File: src/hw/rtl/midi_lnp_pkg.sv
// Shared constants, types and the pitch-class tone function of the MIDI voice block.
`default_nettype none

package midi_lnp_pkg;

   // Sizes of the note store and of the stamps.
   localparam int NOTE_COUNT  = 128;
   localparam int STAMP_BITS  = 8;
   localparam int NOTE_BITS   = 7;
   localparam int IDX_BITS    = $clog2(NOTE_COUNT);
   localparam int BYTE_BITS   = 8;
   localparam int DAC_BITS    = 12;

   // Depth of the message queue between parser and scanner.
   localparam int QUEUE_DEPTH = 2;
   localparam int QPTR_BITS   = $clog2(QUEUE_DEPTH);

   // Status byte codes.
   localparam logic [BYTE_BITS-1:0] STATUS_MASK = 8'hF0;
   localparam logic [BYTE_BITS-1:0] STATUS_ON   = 8'h90;
   localparam logic [BYTE_BITS-1:0] STATUS_OFF  = 8'h80;

   // One parsed note message.
   typedef struct packed {
      logic                 is_on;
      logic [NOTE_BITS-1:0] note;
   } msg_type;

   // Tone level of a note's pitch class. The note is split by twelve with a
   // reciprocal multiply (43/512), which is exact for all 7-bit note numbers.
   function automatic logic [DAC_BITS-1:0] note_tone(input logic [NOTE_BITS-1:0] note);
      logic [NOTE_BITS+5:0] prod;
      logic [3:0]           quot;
      logic [NOTE_BITS-1:0] twelve_q;
      logic [NOTE_BITS-1:0] rem;
      logic [DAC_BITS-1:0]  tone;
      prod     = {6'd0, note} * 13'd43;
      quot     = prod[12:9];
      twelve_q = NOTE_BITS'(quot) * NOTE_BITS'(12);
      rem      = note - twelve_q;
      case (rem[3:0])
         4'd0:    tone = 12'd1508;
         4'd1:    tone = 12'd1587;
         4'd2:    tone = 12'd1666;
         4'd3:    tone = 12'd1745;
         4'd4:    tone = 12'd1824;
         4'd5:    tone = 12'd1903;
         4'd6:    tone = 12'd1986;
         4'd7:    tone = 12'd2065;
         4'd8:    tone = 12'd2146;
         4'd9:    tone = 12'd2225;
         4'd10:   tone = 12'd2304;
         default: tone = 12'd2383;
      endcase
      return tone;
   endfunction

endpackage

`default_nettype wire

File: src/hw/rtl/midi_lnp_front.sv
// Byte parser: recognizes note on and note off messages and hands them to the queue.
`default_nettype none

module midi_lnp_front (
   input  wire logic                                 clock,
   input  wire logic                                 reset,
   input  wire logic                                 req_valid,
   output logic                                      req_stall,
   input  wire logic [midi_lnp_pkg::BYTE_BITS-1:0]   req_rx_byte,
   input  wire logic                                 q_full,
   output logic                                      msg_push,
   output midi_lnp_pkg::msg_type                     msg
);

   typedef enum logic [1:0] {
      PH_STATUS,
      PH_NOTE,
      PH_VEL
   } phase_type;

   phase_type                          phase_ff, phase_in;
   logic                               pending_is_on_ff, pending_is_on_in;
   logic [midi_lnp_pkg::NOTE_BITS-1:0] pending_note_ff, pending_note_in;
   logic                               accept;
   logic [midi_lnp_pkg::BYTE_BITS-1:0] status_hi;

   // Bytes are held off only while the queue has no room.
   assign req_stall = q_full;
   assign accept    = req_valid && !q_full;
   assign status_hi = req_rx_byte & midi_lnp_pkg::STATUS_MASK;

   // The velocity byte completes a message and pushes it.
   assign msg_push  = accept && (phase_ff == PH_VEL);
   assign msg.is_on = pending_is_on_ff;
   assign msg.note  = pending_note_ff;

   // Next parse state for each accepted transaction.
   always_comb begin
      phase_in         = phase_ff;
      pending_is_on_in = pending_is_on_ff;
      pending_note_in  = pending_note_ff;
      if (accept) begin
         unique case (phase_ff)
            PH_STATUS: begin
               if (status_hi == midi_lnp_pkg::STATUS_ON ||
                   status_hi == midi_lnp_pkg::STATUS_OFF) begin
                  pending_is_on_in = (status_hi == midi_lnp_pkg::STATUS_ON);
                  phase_in         = PH_NOTE;
               end else begin
                  phase_in = PH_STATUS;
               end
            end
            PH_NOTE: begin
               pending_note_in = req_rx_byte[midi_lnp_pkg::NOTE_BITS-1:0];
               phase_in        = PH_VEL;
            end
            PH_VEL: begin
               phase_in = PH_STATUS;
            end
            default: begin
               phase_in = PH_STATUS;
            end
         endcase
      end
   end

   // Parse state registers.
   always_ff @(posedge clock) begin
      if (reset) begin
         phase_ff         <= PH_STATUS;
         pending_is_on_ff <= 1'b0;
         pending_note_ff  <= '0;
      end else begin
         phase_ff         <= phase_in;
         pending_is_on_ff <= pending_is_on_in;
         pending_note_ff  <= pending_note_in;
      end
   end

endmodule

`default_nettype wire

File: src/hw/rtl/midi_lnp_queue.sv
// Short message queue between the parser and the scanner.
`default_nettype none

module midi_lnp_queue (
   input  wire logic                  clock,
   input  wire logic                  reset,
   input  wire logic                  push,
   input  wire midi_lnp_pkg::msg_type push_msg,
   input  wire logic                  pop,
   output logic                       full,
   output logic                       avail,
   output midi_lnp_pkg::msg_type      pop_msg
);

   localparam logic [midi_lnp_pkg::QPTR_BITS:0] DEPTH_CNT =
      (midi_lnp_pkg::QPTR_BITS+1)'(midi_lnp_pkg::QUEUE_DEPTH);
   localparam logic [midi_lnp_pkg::QPTR_BITS-1:0] LAST_PTR =
      midi_lnp_pkg::QPTR_BITS'(midi_lnp_pkg::QUEUE_DEPTH - 1);

   midi_lnp_pkg::msg_type              entry_ff [midi_lnp_pkg::QUEUE_DEPTH];
   logic [midi_lnp_pkg::QPTR_BITS-1:0] wr_ptr_ff, wr_ptr_in;
   logic [midi_lnp_pkg::QPTR_BITS-1:0] rd_ptr_ff, rd_ptr_in;
   logic [midi_lnp_pkg::QPTR_BITS:0]   count_ff, count_in;
   logic                               do_push, do_pop;

   assign full    = (count_ff == DEPTH_CNT);
   assign avail   = (count_ff != '0);
   assign pop_msg = entry_ff[rd_ptr_ff];
   assign do_push = push && !full;
   assign do_pop  = pop && avail;

   // Pointer and fill count updates.
   always_comb begin
      wr_ptr_in = wr_ptr_ff;
      rd_ptr_in = rd_ptr_ff;
      count_in  = count_ff;
      if (do_push) begin
         wr_ptr_in = (wr_ptr_ff == LAST_PTR) ? '0 : wr_ptr_ff + 1'b1;
      end
      if (do_pop) begin
         rd_ptr_in = (rd_ptr_ff == LAST_PTR) ? '0 : rd_ptr_ff + 1'b1;
      end
      if (do_push && !do_pop) begin
         count_in = count_ff + 1'b1;
      end else if (do_pop && !do_push) begin
         count_in = count_ff - 1'b1;
      end
   end

   always_ff @(posedge clock) begin
      if (reset) begin
         wr_ptr_ff <= '0;
         rd_ptr_ff <= '0;
         count_ff  <= '0;
      end else begin
         wr_ptr_ff <= wr_ptr_in;
         rd_ptr_ff <= rd_ptr_in;
         count_ff  <= count_in;
      end
   end

   // Entry storage needs no reset.
   always_ff @(posedge clock) begin
      if (do_push) begin
         entry_ff[wr_ptr_ff] <= push_msg;
      end
   end

endmodule

`default_nettype wire

File: src/hw/rtl/midi_lnp_back.sv
// Stamp store and scanner: applies each note message, finds the newest note, reports it.
`default_nettype none

module midi_lnp_back (
   input  wire logic                                clock,
   input  wire logic                                reset,
   input  wire logic                                q_avail,
   input  wire midi_lnp_pkg::msg_type               q_msg,
   output logic                                     q_pop,
   output logic                                     rsp_valid,
   input  wire logic                                rsp_stall,
   output logic [midi_lnp_pkg::DAC_BITS-1:0]        rsp_dac_value,
   output logic                                     rsp_gate,
   output logic [midi_lnp_pkg::NOTE_BITS-1:0]       rsp_lead_note
);

   localparam int IDX_BITS   = midi_lnp_pkg::IDX_BITS;
   localparam int STAMP_BITS = midi_lnp_pkg::STAMP_BITS;
   localparam int NOTE_BITS  = midi_lnp_pkg::NOTE_BITS;
   localparam int DAC_BITS   = midi_lnp_pkg::DAC_BITS;
   localparam int NOTE_COUNT = midi_lnp_pkg::NOTE_COUNT;
   localparam logic [IDX_BITS-1:0]  LAST_IDX   = IDX_BITS'(NOTE_COUNT - 1);
   localparam logic [NOTE_BITS:0]   NOTE_LIMIT = (NOTE_BITS+1)'(NOTE_COUNT);

   typedef enum logic [1:0] {
      BK_IDLE,
      BK_SCAN,
      BK_DRAIN,
      BK_REPORT
   } back_state_type;

   back_state_type          state_ff, state_in;
   logic [STAMP_BITS-1:0]   stamp_ctr_ff, stamp_ctr_in;
   logic [NOTE_COUNT-1:0]   stamp_vld_ff, stamp_vld_in;
   logic [IDX_BITS-1:0]     scan_addr_ff, scan_addr_in;
   logic                    rd_pend_ff, rd_pend_in;
   logic [IDX_BITS-1:0]     rd_idx_ff, rd_idx_in;
   logic                    rd_vbit_ff, rd_vbit_in;
   logic [STAMP_BITS-1:0]   rd_data_ff;
   logic [STAMP_BITS-1:0]   best_stamp_ff, best_stamp_in;
   logic [IDX_BITS-1:0]     best_idx_ff, best_idx_in;
   logic [DAC_BITS-1:0]     held_dac_ff, held_dac_in;
   logic                    rsp_valid_ff, rsp_valid_in;
   logic [DAC_BITS-1:0]     rsp_dac_ff, rsp_dac_in;
   logic                    rsp_gate_ff, rsp_gate_in;
   logic [NOTE_BITS-1:0]    rsp_note_ff, rsp_note_in;

   logic [STAMP_BITS-1:0]   stamp_mem [NOTE_COUNT];
   logic                    mem_we;
   logic [IDX_BITS-1:0]     mem_waddr;
   logic [STAMP_BITS-1:0]   eff_stamp;
   logic                    in_range;
   logic                    found;
   logic [DAC_BITS-1:0]     tone;

   assign rsp_valid     = rsp_valid_ff;
   assign rsp_dac_value = rsp_dac_ff;
   assign rsp_gate      = rsp_gate_ff;
   assign rsp_lead_note = rsp_note_ff;

   assign mem_waddr = q_msg.note[IDX_BITS-1:0];
   assign in_range  = ({1'b0, q_msg.note} < NOTE_LIMIT);
   // An entry never written since reset reads as stamp zero.
   assign eff_stamp = rd_vbit_ff ? rd_data_ff : '0;
   assign found     = (best_stamp_ff != '0);
   assign tone      = midi_lnp_pkg::note_tone(NOTE_BITS'(best_idx_ff));

   // Control: apply a message, sweep the store one entry a cycle, report.
   always_comb begin
      state_in      = state_ff;
      stamp_ctr_in  = stamp_ctr_ff;
      stamp_vld_in  = stamp_vld_ff;
      scan_addr_in  = scan_addr_ff;
      best_stamp_in = best_stamp_ff;
      best_idx_in   = best_idx_ff;
      held_dac_in   = held_dac_ff;
      rsp_valid_in  = rsp_valid_ff;
      rsp_dac_in    = rsp_dac_ff;
      rsp_gate_in   = rsp_gate_ff;
      rsp_note_in   = rsp_note_ff;
      q_pop         = 1'b0;
      mem_we        = 1'b0;

      // Read pipeline registers the scan address and follows it in the next cycle.
      rd_pend_in = (state_ff == BK_SCAN);
      rd_idx_in  = scan_addr_ff;
      rd_vbit_in = stamp_vld_ff[scan_addr_ff];

      // Strictly greater keeps the lowest note among equal stamps.
      if (rd_pend_ff && (eff_stamp > best_stamp_ff)) begin
         best_stamp_in = eff_stamp;
         best_idx_in   = rd_idx_ff;
      end

      if (rsp_valid_ff && !rsp_stall) begin
         rsp_valid_in = 1'b0;
      end

      unique case (state_ff)
         BK_IDLE: begin
            if (q_avail) begin
               q_pop         = 1'b1;
               best_stamp_in = '0;
               best_idx_in   = '0;
               scan_addr_in  = '0;
               state_in      = BK_SCAN;
               if (in_range) begin
                  if (q_msg.is_on) begin
                     mem_we                  = 1'b1;
                     stamp_vld_in[mem_waddr] = 1'b1;
                     stamp_ctr_in            = stamp_ctr_ff + 1'b1;
                  end else begin
                     stamp_vld_in[mem_waddr] = 1'b0;
                  end
               end else if (q_msg.is_on) begin
                  stamp_ctr_in = stamp_ctr_ff + 1'b1;
               end
            end
         end
         BK_SCAN: begin
            if (scan_addr_ff == LAST_IDX) begin
               state_in = BK_DRAIN;
            end else begin
               scan_addr_in = scan_addr_ff + 1'b1;
            end
         end
         BK_DRAIN: begin
            state_in = BK_REPORT;
         end
         BK_REPORT: begin
            if (!rsp_valid_ff || !rsp_stall) begin
               rsp_valid_in = 1'b1;
               rsp_gate_in  = found;
               if (found) begin
                  held_dac_in = tone;
                  rsp_dac_in  = tone;
                  rsp_note_in = NOTE_BITS'(best_idx_ff);
               end else begin
                  rsp_dac_in  = held_dac_ff;
                  rsp_note_in = '0;
               end
               state_in = BK_IDLE;
            end
         end
         default: begin
            state_in = BK_IDLE;
         end
      endcase
   end

   // State and registered outputs.
   always_ff @(posedge clock) begin
      if (reset) begin
         state_ff      <= BK_IDLE;
         stamp_ctr_ff  <= STAMP_BITS'(1);
         stamp_vld_ff  <= '0;
         rd_pend_ff    <= 1'b0;
         held_dac_ff   <= '0;
         rsp_valid_ff  <= 1'b0;
         rsp_dac_ff    <= '0;
         rsp_gate_ff   <= 1'b0;
         rsp_note_ff   <= '0;
      end else begin
         state_ff      <= state_in;
         stamp_ctr_ff  <= stamp_ctr_in;
         stamp_vld_ff  <= stamp_vld_in;
         rd_pend_ff    <= rd_pend_in;
         held_dac_ff   <= held_dac_in;
         rsp_valid_ff  <= rsp_valid_in;
         rsp_dac_ff    <= rsp_dac_in;
         rsp_gate_ff   <= rsp_gate_in;
         rsp_note_ff   <= rsp_note_in;
      end
   end

   // Datapath registers without reset.
   always_ff @(posedge clock) begin
      scan_addr_ff  <= scan_addr_in;
      rd_idx_ff     <= rd_idx_in;
      rd_vbit_ff    <= rd_vbit_in;
      best_stamp_ff <= best_stamp_in;
      best_idx_ff   <= best_idx_in;
   end

   // Stamp memory: one write port, one registered read port.
   always_ff @(posedge clock) begin
      if (mem_we) begin
         stamp_mem[mem_waddr] <= stamp_ctr_ff;
      end
      rd_data_ff <= stamp_mem[scan_addr_ff];
   end

endmodule

`default_nettype wire

File: src/hw/rtl/midi_last_note_priority_voice.sv
// Monophonic MIDI voice with last-note priority: parser, message queue and stamp scanner.
// A byte that does not complete a message is taken when the queue has room, with no result.
// A completed note message is queued, applied to the store, then reported after a full sweep.
// A new message waits until the 128-entry stamp sweep and report of the last one are done.
// The parser takes bytes until two messages wait in the queue, then stalls.
// Synchronous reset clears all stamps at once through per-entry valid bits; no clearing pass.
`default_nettype none

module midi_last_note_priority_voice (
   input  wire logic                                 clock,
   input  wire logic                                 reset,
   input  wire logic                                 req_valid,
   output logic                                      req_stall,
   input  wire logic [midi_lnp_pkg::BYTE_BITS-1:0]   req_rx_byte,
   output logic                                      rsp_valid,
   input  wire logic                                 rsp_stall,
   output logic [midi_lnp_pkg::DAC_BITS-1:0]         rsp_dac_value,
   output logic                                      rsp_gate,
   output logic [midi_lnp_pkg::NOTE_BITS-1:0]        rsp_lead_note
);

   logic                  msg_push;
   midi_lnp_pkg::msg_type push_msg;
   logic                  q_full;
   logic                  q_avail;
   logic                  q_pop;
   midi_lnp_pkg::msg_type pop_msg;

   midi_lnp_front u_front (
      .clock       (clock),
      .reset       (reset),
      .req_valid   (req_valid),
      .req_stall   (req_stall),
      .req_rx_byte (req_rx_byte),
      .q_full      (q_full),
      .msg_push    (msg_push),
      .msg         (push_msg)
   );

   midi_lnp_queue u_queue (
      .clock    (clock),
      .reset    (reset),
      .push     (msg_push),
      .push_msg (push_msg),
      .pop      (q_pop),
      .full     (q_full),
      .avail    (q_avail),
      .pop_msg  (pop_msg)
   );

   midi_lnp_back u_back (
      .clock         (clock),
      .reset         (reset),
      .q_avail       (q_avail),
      .q_msg         (pop_msg),
      .q_pop         (q_pop),
      .rsp_valid     (rsp_valid),
      .rsp_stall     (rsp_stall),
      .rsp_dac_value (rsp_dac_value),
      .rsp_gate      (rsp_gate),
      .rsp_lead_note (rsp_lead_note)
   );

endmodule

`default_nettype wire

File: config.mk
export PLATFORM = sky130hd
export DESIGN_NAME = midi_last_note_priority_voice
export DESIGN_NICKNAME = d
export VERILOG_FILES = /design/src/hw/rtl/midi_lnp_pkg.sv /design/src/hw/rtl/midi_lnp_front.sv /design/src/hw/rtl/midi_lnp_queue.sv /design/src/hw/rtl/midi_lnp_back.sv /design/src/hw/rtl/midi_last_note_priority_voice.sv
export SDC_FILE = /design/constraint.sdc
export NUM_CORES = 2
export LEC_CHECK = 0
export ABC_CLOCK_PERIOD_IN_PS = 10400
export BUFFER_PORTS_ARGS = -buffer_cell sky130_fd_sc_hd__buf_4
export CELL_PAD_IN_SITES_DETAIL_PLACEMENT = 1
export CELL_PAD_IN_SITES_GLOBAL_PLACEMENT = 1
export CORE_ASPECT_RATIO = 0.6
export CORE_UTILIZATION = 45
export DETAILED_ROUTE_END_ITERATION = 10
export PLACE_DENSITY = 0.65
export SYNTH_ARGS = -nofsm -noshare
export SYNTH_HDL_FRONTEND = slang
export SYNTH_HIERARCHICAL = 1
export SYNTH_SLANG_ARGS = --single-unit
File: constraint.sdc
create_clock -name clock -period 10.4 [get_ports clock]
set_clock_uncertainty 0.1 [all_clocks]
set_input_delay 2.08 -clock clock [delete_from_list [all_inputs] [get_ports clock]]
set_output_delay 2.08 -clock clock [all_outputs]
set_load 0.02 [all_outputs]
## Word level (Yosys, flattened, before mapping)

Memory sizes are Yosys's and may differ from the RTL's. A register that Yosys moved wholly into a read port is not among the register bits.
Index checks and enable logic that the tools add are counted.
W data, S select, Z words.

| storage, ports and cells | value |
|---|---|
| register bits | 192 |
| bits in writable memories | 1040 |
| ROM bits | 192 |
| input bits | 12 |
| output and inout bits | 22 |
| logic and storage cells | 120 |
| memories kept | 3 |

Memory list:

| name | depth | bits a word | rd ports | clocked after memory_dff | write ports | line | source |
|---|---|---|---|---|---|---|---|
| u_back.stamp_mem | 128 | 8 | 1 | 1 | 1 | midi_lnp_back.sv:48 | `logic [STAMP_BITS-1:0] stamp_mem [NOTE_COUNT];` |
| (no name shown) | 16 | 12 | 1 | 1 | 0 | midi_lnp_pkg.sv:41 | `case (rem[3:0])` |
| u_queue.entry_ff | 2 | 8 | 1 | 1 | 1 | midi_lnp_queue.sv:20 | `midi_lnp_pkg::msg_type entry_ff [midi_lnp_pkg::QUEUE_DEPTH];` |

| operators by class | value |
|---|---|
| add/sub/neg operators | 7 |
| $mul | 2 |
| magnitude comparators | 4 |
| equality and inequality tests | 13 |
| muxes and demuxes | 40 |
| bitwise operators | 3 |
| reductions and logical operators | 30 |

Operators with widths:

| cell | count |
|---|---|
| $and A128 B128 Y128 | 1 |
| $mux W128 | 1 |
| $not A128 Y128 | 1 |
| $or A128 B128 Y128 | 1 |
| $mux W7 | 6 |
| $mux W8 | 4 |
| $mux W1 | 19 |
| $lt A7 B8 Y1 const B | 2 |
| $reduce_and A3 Y1 | 5 |
| $pmux W7 S2 | 1 |
| $mul A7 B6 Y13 const B | 1 |
| $mux W2 | 5 |
| $logic_and A1 B1 Y1 | 9 |
| $add A8 B1 Y8 const B | 1 |
| $eq A2 B2 Y1 const B | 4 |
| $eq A4 B4 Y1 const B | 2 |
| $gt A8 B8 Y1 | 1 |
| $pmux W2 S4 | 1 |
| $reduce_bool A8 Y1 | 1 |
| $add A7 B1 Y7 const B | 1 |
| $bmux W1 S7 | 1 |
| $demux W1 S7 | 1 |
| $eq A7 B7 Y1 const B | 1 |
| $ge A7 B1 Y1 const B | 1 |
| 14 further kinds | 28 |

## Longest topological paths before layout

| depth | value |
|---|---|
| depth after elaboration | 9 |
| mapped depth | 18 |
| mapped depth without buffers | 17 |

## Cells and area by module

Netlist, hierarchy kept.

Modules (own cells, without submodules):

| module | times used | cells an instance | area each (µm²) | sequential area each (µm²) |
|---|---|---|---|---|
| midi_lnp_back | 1 | 2732 | 49018.3 | 34783.4 |
| midi_lnp_queue | 1 | 50 | 795.8 | 580.6 |
| midi_lnp_front | 1 | 40 | 405.4 | 200.2 |

## Worst setup path after synthesis

OpenSTA, ideal clock, no wires.

| timing | value |
|---|---|
| path kind | register to register |
| start | register u_back.best_idx_ff[2] |
| end | register u_back.rsp_dac_ff[2], in the netlist u_back/rsp_dac_value[2] |
| library setup time | 117 ps |
| arrival | 4260 ps |
| data required time | 10183 ps |
| setup slack | 5923 ps |
| stages on the path, launching flop included | 19 |
| buffers on the path | 1 |
| clock period less this slack | 4477 ps |
| cell sequence | dfxtp_1 -> ha_1 -> fa_1 -> inv_1 -> fa_1 -> inv_1 -> ha_1 -> o2111ai_1 -> a21oi_1 -> or3_1 -> and2_1 -> ha_1 -> xor2_1 -> xnor2_1 -> xnor2_1 -> xnor2_1 -> buf_2 -> nand3b_1 -> a32o_1 |

| between the ends | value |
|---|---|
| longest elaborated chain between the ends | 3 |

Ends and longest elaborated chain:

| item | line | source |
|---|---|---|
| from (decl) | midi_lnp_back.sv:41 | `logic [IDX_BITS-1:0] best_idx_ff, best_idx_in;` |
| from (signal assigned) | midi_lnp_back.sv:182 | `best_idx_ff <= best_idx_in;` |
| $mul A7 B6 Y13 | midi_lnp_pkg.sv:37 | `prod = {6'd0, note} * 13'd43;` |
| $mul A4 B2 Y2 | midi_lnp_pkg.sv:39 | `twelve_q = NOTE_BITS'(quot) * NOTE_BITS'(12);` |
| $sub A4 B4 Y4 * | midi_lnp_pkg.sv:40 | `rem = note - twelve_q;` |
| to (signal assigned) | midi_lnp_back.sv:170 | `rsp_dac_ff <= rsp_dac_in;` |
| to (decl) | midi_lnp_back.sv:44 | `logic [DAC_BITS-1:0] rsp_dac_ff, rsp_dac_in;` |

Every way passes the cells marked *; elsewhere a longest branch is shown, timed or not.
A chain may end at the register's enable or synchronous reset.

## Worst setup path after layout

| timing | value |
|---|---|
| start | register u_back.best_idx_ff[1] |
| end | register u_back.rsp_dac_ff[7], in the netlist u_back/rsp_dac_value[7] |

Same word-level chain as after synthesis.

==> flow_summary.html <==
<table>
<tr><th>Metric</th><th>Value</th></tr>
<tr><th colspan="2">Synth</th></tr>
<tr><td>Sequential-to-total area share from yosys stat</td><td>70.8%</td></tr>
<tr><td>Cells after synthesis</td><td>2822</td></tr>
<tr><td>Syn_nets</td><td>2887</td></tr>
<tr><td>Count of unique library cells instantiated by Yosys</td><td>61</td></tr>
<tr><td>Flip-flop and latch count after synthesis</td><td>1253</td></tr>
<tr><td>Synthesized cell area</td><td>50200 µm²</td></tr>
<tr><td>Share of flip-flops with an asynchronous set or reset after synthesis</td><td>0%</td></tr>
<tr><td>Largest family of logic cells by synthesized area</td><td>multiplexers</td></tr>
<tr><td>Xor and xnor area share after synthesis</td><td>0.366%</td></tr>
<tr><td>Leading register cell type out of synthesis</td><td>sky130_fd_sc_hd__edfxtp_1</td></tr>
<tr><td>Synthesized-area fraction occupied by ao, oa, aoi and oai cells</td><td>3.89%</td></tr>
<tr><td>Adder-cell area share of the yosys netlist</td><td>1.41%</td></tr>
<tr><td>Synthesized-area fraction occupied by and/or/nand/nor cells</td><td>4.51%</td></tr>
<tr><td>Number of enable flip-flop cells after synthesis</td><td>1047</td></tr>
<tr><td>Synthesized area per cell</td><td>17.8 µm²</td></tr>
<tr><td>Multiplexer share of the synthesized area</td><td>16.8%</td></tr>
<tr><td>Yosys warning count</td><td>6</td></tr>
<tr><th colspan="2">Global routing</th></tr>
<tr><td>Overall Global Routing Usage</td><td>24.8%</td></tr>
<tr><td>Pin count of the biggest net entering global routing</td><td>135</td></tr>
<tr><td>Initial antenna violation count</td><td>8</td></tr>
<tr><td>Global-route wire length before repair</td><td>200 mm</td></tr>
<tr><td>GR Overflow Total</td><td>0</td></tr>
<tr><td>Via count of the first global-routing pass</td><td>27.7k</td></tr>
<tr><th colspan="2">Critical path</th></tr>
<tr><td>Crit Path Class</td><td>reg2reg</td></tr>
<tr><td>WP data arrival</td><td>5.87 ns</td></tr>
<tr><td>Crit path max fanout</td><td>16</td></tr>
<tr><td>Type of origin of the critical path</td><td>register</td></tr>
<tr><td>Required time at the worst-slack endpoint</td><td>10.93 ns</td></tr>
<tr><td>Category of the worst setup path capture point</td><td>register</td></tr>
<tr><th colspan="2">Place</th></tr>
<tr><td>Number of port buffers</td><td>33</td></tr>
<tr><td>RePlAce Congestion</td><td>0.818</td></tr>
<tr><td>Total cell area at the placement stage</td><td>52000 µm²</td></tr>
<tr><td>Post-detail-place hpwl</td><td>86.2 mm</td></tr>
<tr><th colspan="2">Clock tree</th></tr>
<tr><td>TritonCTS Buffers</td><td>112</td></tr>
<tr><td>Post-CTS Setup Inserts</td><td>0</td></tr>
<tr><td>Clock tree from TritonCTS</td><td>done</td></tr>
<tr><td>Maximum count of clock buffers along a single path</td><td>3</td></tr>
<tr><td>Post-CTS sizing</td><td>0</td></tr>
<tr><td>Clock sink total</td><td>1253</td></tr>
<tr><td>Number of hold buffers added after cts</td><td>0</td></tr>
<tr><td>Worst-path clk slew</td><td>0.07 ns</td></tr>
<tr><td>H-tree levels</td><td>3</td></tr>
<tr><td>Clock network latency to the later pin of the worst-skew pair</td><td>0.75 ns</td></tr>
<tr><td>Root Driver</td><td>sky130_fd_sc_hd__clkbuf_16</td></tr>
<tr><th colspan="2">Detailed routing</th></tr>
<tr><td>Number of nets with antenna violations after routing</td><td>0</td></tr>
<tr><td>Per-cell via count in the routed design</td><td>6.18</td></tr>
<tr><td>Total vias in the final route</td><td>27.3k</td></tr>
<tr><td>Final wirelength</td><td>138 mm</td></tr>
<tr><td>DRC violations left</td><td>0</td></tr>
<tr><td>Avg WL per Cell</td><td>31.3 µm</td></tr>
<tr><td>First-pass iteration count of the detailed router</td><td>5</td></tr>
<tr><td>Violation count after the first detailed-routing iteration</td><td>2924</td></tr>
<tr><th colspan="2">Pwr</th></tr>
<tr><td>Reported leakage power</td><td>17.9 nW</td></tr>
<tr><td>Power density over the cells</td><td>212 nW/µm²</td></tr>
<tr><td>Sum of internal, switching and leakage power</td><td>11.8 mW</td></tr>
<tr><td>Worst IR drop on VDD</td><td>0.268 mV</td></tr>
<tr><th colspan="2">Timing</th></tr>
<tr><td>Final cycle utilization of the critical path</td><td>51.3%</td></tr>
<tr><td>Setup Total Neg Slack</td><td>0 ns</td></tr>
<tr><td>Maximum clock frequency</td><td>188 MHz</td></tr>
<tr><td>Final number of max-transition violations</td><td>0</td></tr>
<tr><td>Final hold slack</td><td>0.279 ns</td></tr>
<tr><td>Transition at the pin with the smallest max-transition slack</td><td>1.25 ns</td></tr>
<tr><td>Number of setup violations in the final report</td><td>0</td></tr>
<tr><td>Hold Vio Cnt, Final</td><td>0</td></tr>
<tr><td>Tightest slew margin relative to the limit</td><td>16.6%</td></tr>
<tr><td>Post-layout min period</td><td>5.33 ns</td></tr>
<tr><td>RSZ-0062 raised after global routing</td><td>false</td></tr>
<tr><th colspan="2">Floorplan</th></tr>
<tr><td>Boundary pin count</td><td>34</td></tr>
<tr><td>DIE HEIGHT</td><td>261 µm</td></tr>
<tr><td>Core area</td><td>110000 µm²</td></tr>
<tr><td>Horizontal die dimension</td><td>433 µm</td></tr>
<tr><td>Die ar.</td><td>113000 µm²</td></tr>
<tr><td># rows</td><td>94</td></tr>
<tr><td>Initial core utilization</td><td>45.6%</td></tr>
<tr><th colspan="2">Outcome</th></tr>
<tr><td>Result of the run</td><td>finished, final reports clean</td></tr>
<tr><th colspan="2">Job</th></tr>
<tr><td>Count of max-cap constraint violations</td><td>0</td></tr>
<tr><th colspan="2">Finish</th></tr>
<tr><td>Register area</td><td>35600 µm²</td></tr>
<tr><td>Final Net Count</td><td>2904</td></tr>
<tr><td>Final Util</td><td>50.5%</td></tr>
<tr><td>Number of fill cells in the layout</td><td>10.1k</td></tr>
<tr><td>Post-route cell area</td><td>55600 µm²</td></tr>
<tr><td>Synthesis-to-finish area growth</td><td>10.7%</td></tr>
<tr><td>Most frequent cells in the layout</td><td>sky130_fd_sc_hd__edfxtp_1, sky130_fd_sc_hd__mux4_2, sky130_fd_sc_hd__dfxtp_1</td></tr>
<tr><td>Total area of multi-input combinational cells</td><td>13600 µm²</td></tr>
<tr><td>Share of layout cells above drive strength 1</td><td>21.4%</td></tr>
<tr><td>Most common library cell in the layout ignoring fill and taps</td><td>sky130_fd_sc_hd__edfxtp_1</td></tr>
<tr><th colspan="2">Worst hold path</th></tr>
<tr><td>Type of the tightest min-delay check</td><td>reg2reg</td></tr>
</table>
[report_power, final]
group,internal (mW),switching (mW)
combinational,0.917,1.23
clock,2.25,1.90
sequential,5.42,0.0972
[cells in the mapped netlist (10+ instances only)]
cell / n / area share [%]
sky130_fd_sc_hd__edfxtp_1: 1047 / 63
sky130_fd_sc_hd__mux4_2: 349 / 16
sky130_fd_sc_hd__dfxtp_1: 206 / 8.2
sky130_fd_sc_hd__nor2_1: 181 / 1.4
sky130_fd_sc_hd__a21oi_1: 146 / 1.5
sky130_fd_sc_hd__o21ai_0: 136 / 1.4
sky130_fd_sc_hd__nand3_1: 124 / 1.2
sky130_fd_sc_hd__clkbuf_1: 110 / 0.82
sky130_fd_sc_hd__nand2_1: 79 / 0.59
sky130_fd_sc_hd__inv_1: 70 / 0.52
sky130_fd_sc_hd__ha_1: 47 / 1.2
sky130_fd_sc_hd__mux2i_1: 45 / 0.90
sky130_fd_sc_hd__buf_2: 34 / 0.34
sky130_fd_sc_hd__a22oi_1: 28 / 0.42
sky130_fd_sc_hd__and2_1: 20 / 0.25
sky130_fd_sc_hd__nor3_1: 16 / 0.16
sky130_fd_sc_hd__nor2b_1: 14 / 0.17
sky130_fd_sc_hd__buf_1: 13 / 0.097
sky130_fd_sc_hd__nand2b_1: 13 / 0.16
sky130_fd_sc_hd__nand4_1: 13 / 0.16
sky130_fd_sc_hd__buf_4: 12 / 0.18
sky130_fd_sc_hd__mux2_2: 12 / 0.27
sky130_fd_sc_hd__xnor2_1: 11 / 0.19
sky130_fd_sc_hd__buf_6: 10 / 0.22
sky130_fd_sc_hd__xor2_1: 10 / 0.17
[metal layers]
layer / track usage (%) / share of wire (%)
met5: 0 / 0
met4: 5.25 / 1.9
met3: 5.75 / 8.0
met2: 35.7 / 44
met1: 38.4 / 46
[layout make-up]
type	instances	share of cell area, %
Sequential cell	1253	64.0
Multi-Input combinational cell	1319	24.5
Clock buffer	131	5.19
Tap cell	1488	3.35
Clock inverter	80	1.32
Timing Repair Buffer	82	1.18
Inverter	71	0.479
Antenna cell	2	0.00900
[through the flow]
| step | setup WS, ns | cells |
|---|---|---|
| 2_1_floorplan | 5.92 | 2822 |
| 3_3_place_gp | 5.05 | 4213 |
| 3_5_place_dp | 4.76 | 4213 |
| 5_1_grt | 4.82 | 4424 |
| 6_report | 5.07 | 4426 |
| 4_1_cts | 4.70 | 4424 |
[path summary, 6_finish.rpt]
| path | start | end | slack (ns) | cells past startpoint |
|---|---|---|---|---|
| max reg2reg | u_back/best_idx_ff[1]$_DFF_P_ | u_back/rsp_dac_value[7]$_SDFFE_PP0P_ | 5.07 | 17 |
| max | u_back/best_idx_ff[1]$_DFF_P_ | u_back/rsp_dac_value[7]$_SDFFE_PP0P_ | 5.07 | 17 |
| min | u_back/rd_idx_in[5]$_SDFFCE_PN0P_ | u_back/rd_idx_ff[5]$_DFF_P_ | 0.28 | 0 |
| min reg2reg | u_back/rd_idx_in[5]$_SDFFCE_PN0P_ | u_back/rd_idx_ff[5]$_DFF_P_ | 0.28 | 0 |
[worst max-delay path, cell delays in order (launching register included)]
cell	delay (ns)
sky130_fd_sc_hd__dfxtp_1	0.62
sky130_fd_sc_hd__ha_1	0.33
sky130_fd_sc_hd__inv_1	0.09
sky130_fd_sc_hd__fa_1	0.43
sky130_fd_sc_hd__fa_1	0.57
sky130_fd_sc_hd__inv_1	0.06
sky130_fd_sc_hd__ha_1	0.29
sky130_fd_sc_hd__o2111ai_1	0.09
sky130_fd_sc_hd__a21oi_1	0.10
sky130_fd_sc_hd__or3_1	0.38
sky130_fd_sc_hd__and2_1	0.17
sky130_fd_sc_hd__ha_1	0.19
sky130_fd_sc_hd__xor2_1	0.16
sky130_fd_sc_hd__xnor2_1	0.19
sky130_fd_sc_hd__xnor2_1	0.13
sky130_fd_sc_hd__xnor2_2	0.69
sky130_fd_sc_hd__mux2_2	0.41
sky130_fd_sc_hd__a211oi_1	0.24
[kinds of logic after synthesis]
| kind of cell | after synthesis |
|---|---|
| AND/OR/NAND/NOR | 489 |
| XOR/XNOR | 21 |
| flip-flops | 1253 |
| multiplexers | 406 |
| AO/OA/AOI/OAI | 350 |
| buffers and inverters | 250 |
| adder cells (fa/ha/maj) | 53 |
Power figures use the tool's default switching activity.
